[src/rzd_pkg.sv]
package rzd_pkg;

    localparam int WINDOW_MAX_DEF = 64;

    typedef enum logic [1:0] {
        CFG_WINDOW    = 2'd0,
        CFG_THRESHOLD = 2'd1,
        CFG_NOTIFY    = 2'd2
    } cfg_index_t;

    localparam logic ACT_RECORD = 1'b0;
    localparam logic ACT_CLEAR  = 1'b1;

    typedef struct packed {
        logic               action;
        logic signed [15:0] sample;
    } in_item_t;

    typedef struct packed {
        logic signed [15:0] mean_value;
        logic [15:0]        sigma_value;
        logic signed [15:0] z_value;
        logic               extreme_flag;
        logic               crossed;
        logic [31:0]        observation_count;
    } out_item_t;

    typedef enum logic [3:0] {
        ST_IDLE,
        ST_CLEAR,
        ST_READ,
        ST_UPDATE,
        ST_MULQ,
        ST_MULS,
        ST_VDIV,
        ST_SQRT,
        ST_MDIV,
        ST_ZPREP,
        ST_ZDIV,
        ST_EMIT
    } be_state_t;

endpackage

[src/rzd_front.sv]
// Two-entry input queue toward the back end.
module rzd_front (
    input  logic             clk,
    input  logic             rst_n,
    input  logic             in_valid,
    output logic             in_stall,
    input  rzd_pkg::in_item_t in_data,
    output logic             q_valid,
    input  logic             q_take,
    output rzd_pkg::in_item_t q_data
);
    import rzd_pkg::*;

    in_item_t   slot_reg [2];
    logic [1:0] cnt_reg, cnt_next;
    logic       rd_reg;
    logic       push;

    assign in_stall = (cnt_reg == 2'd2);
    assign push     = in_valid && !in_stall;
    assign q_valid  = (cnt_reg != 2'd0);
    assign q_data   = slot_reg[rd_reg];

    always_comb
    begin
        cnt_next = cnt_reg;
        if (push && !q_take)
        begin
            cnt_next = cnt_reg + 2'd1;
        end
        else if (!push && q_take)
        begin
            cnt_next = cnt_reg - 2'd1;
        end
    end

    always_ff @(posedge clk or negedge rst_n)
    begin
        if (!rst_n)
        begin
            cnt_reg <= '0;
            rd_reg  <= 1'b0;
        end
        else
        begin
            cnt_reg <= cnt_next;
            if (q_take)
            begin
                rd_reg <= !rd_reg;
            end
        end
    end

    always_ff @(posedge clk)
    begin
        if (push)
        begin
            slot_reg[rd_reg ^ (cnt_reg != 2'd0) ^ (cnt_reg == 2'd2)] <= in_data;
        end
    end
endmodule

[config.mk]
export PLATFORM = sky130hd
export DESIGN_NAME = rzd_front
export DESIGN_NICKNAME = d
export VERILOG_FILES = /design/src/rzd_pkg.sv /design/src/rzd_front.sv
export SDC_FILE = /design/constraint.sdc
export NUM_CORES = 1
export LEC_CHECK = 0
export BUFFER_PORTS_ARGS = -buffer_cell sky130_fd_sc_hd__clkbuf_2
export CAP_MARGIN = 20
export CELL_PAD_IN_SITES_DETAIL_PLACEMENT = 0
export CELL_PAD_IN_SITES_GLOBAL_PLACEMENT = 1
export CORE_MARGIN = 2
export CORE_UTILIZATION = 42
export DETAILED_ROUTE_END_ITERATION = 10
export GPL_TIMING_DRIVEN = 0
export PLACE_DENSITY = 0.77
export SYNTH_ARGS = -nofsm -noshare
export SYNTH_HDL_FRONTEND = slang
export SYNTH_SLANG_ARGS = --single-unit
[constraint.sdc]
create_clock -name clk -period 2.1 [get_ports clk]
set_input_delay 0.63 -clock clk [delete_from_list [all_inputs] [get_ports clk]]
set_output_delay 0.63 -clock clk [all_outputs]
set_load 0.02 [all_outputs]
## Yosys cells after proc, flatten, opt, wreduce, memory -nomap -nowiden

Memory sizes are Yosys's and may differ from the RTL's.
Cells that the tools add are included.

- Register bits: 3
- Bits in latches: 0
- Bits in writable memories: 34
- Memory bits (read-only): 0
- Input port bits: 21
- Output and inout bits: 19
- Word-level logic and storage cells: 21
- Memories: 1

Memory list:

| memory | depth | width | rd ports | clocked after memory_dff | write ports | line | source |
|---|---|---|---|---|---|---|---|
| slot_reg | 2 | 17 | 1 | 0 | 1 | rzd_front.sv:14 | `in_item_t slot_reg [2];` |

- Add/sub/neg operators: 2
- Multipliers: 0
- Div/mod/pow operators: 0
- Magnitude comparators: 0
- Equal/unequal tests: 1
- Shift-type cells: 0
- Mux-type cells: 4
- Bitwise operators: 2
- Reductions and logical operators: 9

Operators with widths:

| operator | count |
|---|---|
| $logic_not A1 Y1 | 4 |
| $mux W2 | 2 |
| $reduce_bool A2 Y1 | 2 |
| $logic_and A1 B1 Y1 | 3 |
| $add A2 B1 Y2 const B | 1 |
| $eq A2 B2 Y1 const B | 1 |
| $mux W1 | 2 |
| $sub A2 B1 Y2 const B | 1 |
| $xor A1 B1 Y1 | 2 |

## Depth between registers and ports, before layout

- Depth after elaboration: 7
- Depth in mapped cells: 7
- Gate-level depth less buffers: 6

## Least setup slack after synthesis

OpenSTA, ideal clock, no wires.

- Path type: reg2reg
- Start: register cnt_reg[0]
- End: memory slot_reg[0][0] in the netlist's numbering, enable pin
- Arrival time: 1.486 ns
- Path slack: 0.222 ns
- Stages on the path, launching flop included: 5
- Period minus slack after synthesis: 1.878 ns
- Cell sequence: dfrtp_1 -> buf_6 -> nor3_1 -> a21oi_1 -> nor2b_1

- Longest elaborated chain between the ends: 5

Ends and longest elaborated chain:

| item | line | source |
|---|---|---|
| from (decl) | rzd_front.sv:15 | `logic [1:0] cnt_reg, cnt_next;` |
| from (signal assigned) | rzd_front.sv:46 | `cnt_reg <= cnt_next;` |
| $eq A2 B2 Y1 | rzd_front.sv:19, rzd_front.sv:58 |  |
| $logic_not A1 Y1 | rzd_front.sv:20 | `assign push = in_valid && !in_stall;` |
| $logic_and A1 B1 Y1 | rzd_front.sv:20 |  |
| $mux W1 | rzd_front.sv:56 | `if (push)` |
| $mux W1 (not written as such) | rzd_front.sv:58 | `slot_reg[rd_reg ^ (cnt_reg != 2'd0) ^ (cnt_reg == 2'd2)] <= in_data;` |
| to (decl) | rzd_front.sv:14 |  |

Parallel ways exist; a longest one is shown, timed or not.

==> results.py <==
metrics = {
    "detailed_routing": {
        "avgRoutedWirePerCell_um": 13.2,
        "drt_wl_total_mm": 2.21,
        "avgViaCountPerCell": 4.51,
        "drc": 0,
        "ant_nets": 0,
        "drtIter0Drc": 37,
        "vias": 758,
        "dr.pass1.iters": 3,
    },
    "sta": {
        "fmax_mhz": 490,
        "hold_slack_ns": 0.0745,
        "worst_pin_slew_ns": 0.908,
        "post-route-min-period_ns": 2.04,
        "drv_slew": 0,
        "finalHoldViolations": 0,
        "setup_viol": 0,
        "period_share_pct": 97.1,
        "worst_slack_ns": 0.0601,
        "fin_setup_tns_ns": 0,
        "slew-limit-headroom_pct": 39.2,
        "fin_skew_ns": 0.0120,
        "rsz0062_at_grt": "yes",
    },
    "run_status": {
        "status": "finished, final reports clean",
    },
    "synthesis": {
        "synth_warnings": 0,
        "synth_area_leader_cell": "edfxtp_1",
        "netlist_area_um2": 1430,
        "synth_nets": 95,
        "netlist_instances": 73,
        "yosysUniqueCellTypes": 17,
        "syn_area_per_cell_um2": 19.6,
        "synth_seq_cells": 37,
        "synth_top_area_share_pct": 71.3,
        "synthTopCellsByArea": "edfxtp_1 71%, mux2_2 13%, dfrtp_1 5.2%",
        "yosysSeqAreaShare_pct": 76.5,
    },
    "cts": {
        "htreeDepth": 2,
        "clockRootBuffer": "clkbuf_4",
        "cts_tree": "done",
        "clock_latency_ns": 0.33,
        "path_clk_slew_ns": 0.10,
        "cts.sinks": 37,
        "cts_buffers": 5,
        "cts_buffer_depth": 2,
    },
    "global_routing": {
        "grt.overflow.total": 0,
        "track_usage_pct": 12.7,
        "grt_pass1_vias": 788,
        "grt_pass1_wl_mm": 3.51,
        "grt_start_max_net_pins": 18,
        "antenna_found_initial": 0,
    },
    "worst_setup_path": {
        "cp_max_fo": 5,
        "worstPathBufferInverterCount": 2,
        "cpLargestDelayFamily": "flip-flops",
        "critPathArrivalTime_ns": 1.41,
        "critPathKind": "flip-flop to output pin",
        "crit_slowest_cell": "dfrtp_2",
        "path_cells": "buf_4 -> mux2_2 -> clkbuf_2",
        "crit_required_ns": 1.47,
        "end_kind": "output pin",
        "start_kind": "flip-flop",
        "cpPeakStageDelay_ns": 0.43,
    },
    "power_and_ir_drop": {
        "powerDensity_nw_per_um2": 1420,
        "ir_worst_vdd_uv": 567,
        "leakage_nw": 0.701,
        "power_mw": 2.51,
    },
    "final_layout": {
        "layout.area.seq_um2": 1100,
        "multi_input_area_um2": 302,
        "antenna_cells": 0,
        "drive_gt1_share_pct": 58.2,
        "largest_reg_flops": 34,
        "layout.nets": 143,
        "post-route-util_pct": 53.5,
        "area_growth_pct": 23.6,
        "fillers": 318,
    },
    "job": {
        "max_cap_viol_count": 0,
    },
    "die": {
        "core_area_um2": 3310,
        "rows": 21,
        "die_h_um": 62.4,
        "die_area_um2": 3890,
        "die_w_um": 62.4,
        "initial_core_util_pct": 43.3,
        "pin_count": 40,
    },
    "min_path": {
        "worstHoldPathType": "input port to async pin",
    },
    "placed_design": {
        "hpwl_mm": 1.52,
        "place_ws_ns": 0.170,
        "port_buffers": 39,
        "gp_congestion": 0.769,
    },
}
path summary, 6_finish.rpt:
| check | startpoint | end | cells past startpoint | slack (ns) |
|---|---|---|---|---|
| worst min register to register | cnt_reg[1] | cnt_reg[1] | 1 | 0.53 |
| min in group clk | in_data[5] | slot_reg[0][5] | 1 | 0.48 |
| worst max register to register | cnt_reg[0] | slot_reg[1][14] | 4 | 0.20 |
| worst max-delay path | rd_reg | q_data[10] | 3 | 0.06 |
| worst min-delay path | rst_n | cnt_reg[0] | 1 | 0.07 |
| max in group asynchronous | rst_n | rd_reg | 1 | 1.91 |
per-layer routing:
metal	vias up	global-route usage (%)	share of wire (%)
met2	17	20.4	56
met5	-	0	0
met1	368	13.8	39
li1	368	-	-
met3	5	4.14	3.2
met4	0	10.0	2.5
power breakdown:
part / switching, mW / internal, mW / leakage [nW]
Sequential: 0.0649 / 1.05 / 0.349
Clock: 0.208 / 0.165 / 0.0326
Combinational: 0.577 / 0.451 / 0.319
Total: 0.850 / 1.66 / 0.701
synthesized netlist by cell type (all sizes together):
cell and instances:
a21oi 1, nor2 1, xnor2 1, inv 2, xor2 3, nor3 1
or2 1, ha 1, nor2b 2, buf 3, mux2 17, dfrtp 3
edfxtp 34, and2b 1, mux2i 1, and2 1
per-stage QoR:
step / std cells / area, um^2
3_3_place_gp: 158 / 1690
2_1_floorplan: 73 / 1430
5_1_grt: 168 / 1770
3_5_place_dp: 158 / 1690
6_report: 168 / 1770
4_1_cts: 166 / 1750
cell usage in the layout, fill, tap and decap left out, types with 2 or more instances in the layout:
| cell type | instances |
|---|---|
| mux2_2 | 17 |
| xor2_1 | 3 |
| clkbuf_2 | 38 |
| clkbuf_4 | 5 |
| buf_4 | 2 |
| inv_1 | 2 |
| edfxtp_1 | 34 |
| dfrtp_1 | 2 |
| buf_6 | 2 |
| clkbuf_1 | 2 |
area by class of cell:
type / instances / share of cell area, %
inverters: 2 / 0.424
multi-input cells: 31 / 17.0
well taps: 46 / 3.25
flip-flops and latches: 37 / 62.0
clock buffers: 8 / 3.32
plain buffers: 3 / 2.12
repair buffers: 41 / 11.9
kinds of logic after synthesis:
| family | synth area share [%] |
|---|---|
| AOI/OAI and AO/OA | 0.349 |
| xor gates and xnor gates | 2.45 |
| adders and majority gates | 0.873 |
| buffers and inverters | 2.62 |
| DFF | 76.5 |
| muxes | 14.1 |
| and+or+nand+nor | 3.14 |
timing repair:
| item | in CTS | in global routing |
|---|---|---|
| endpoints found under the setup margin | 9 | 17 |
| setup buffers | 0 | 1 |
| resized for setup | 1 | 5 |
| cloned | 0 | 1 |
| hold buffers | 0 | 0 |
| pin swaps | 0 | 0 |
Power figures use the tool's default switching activity.
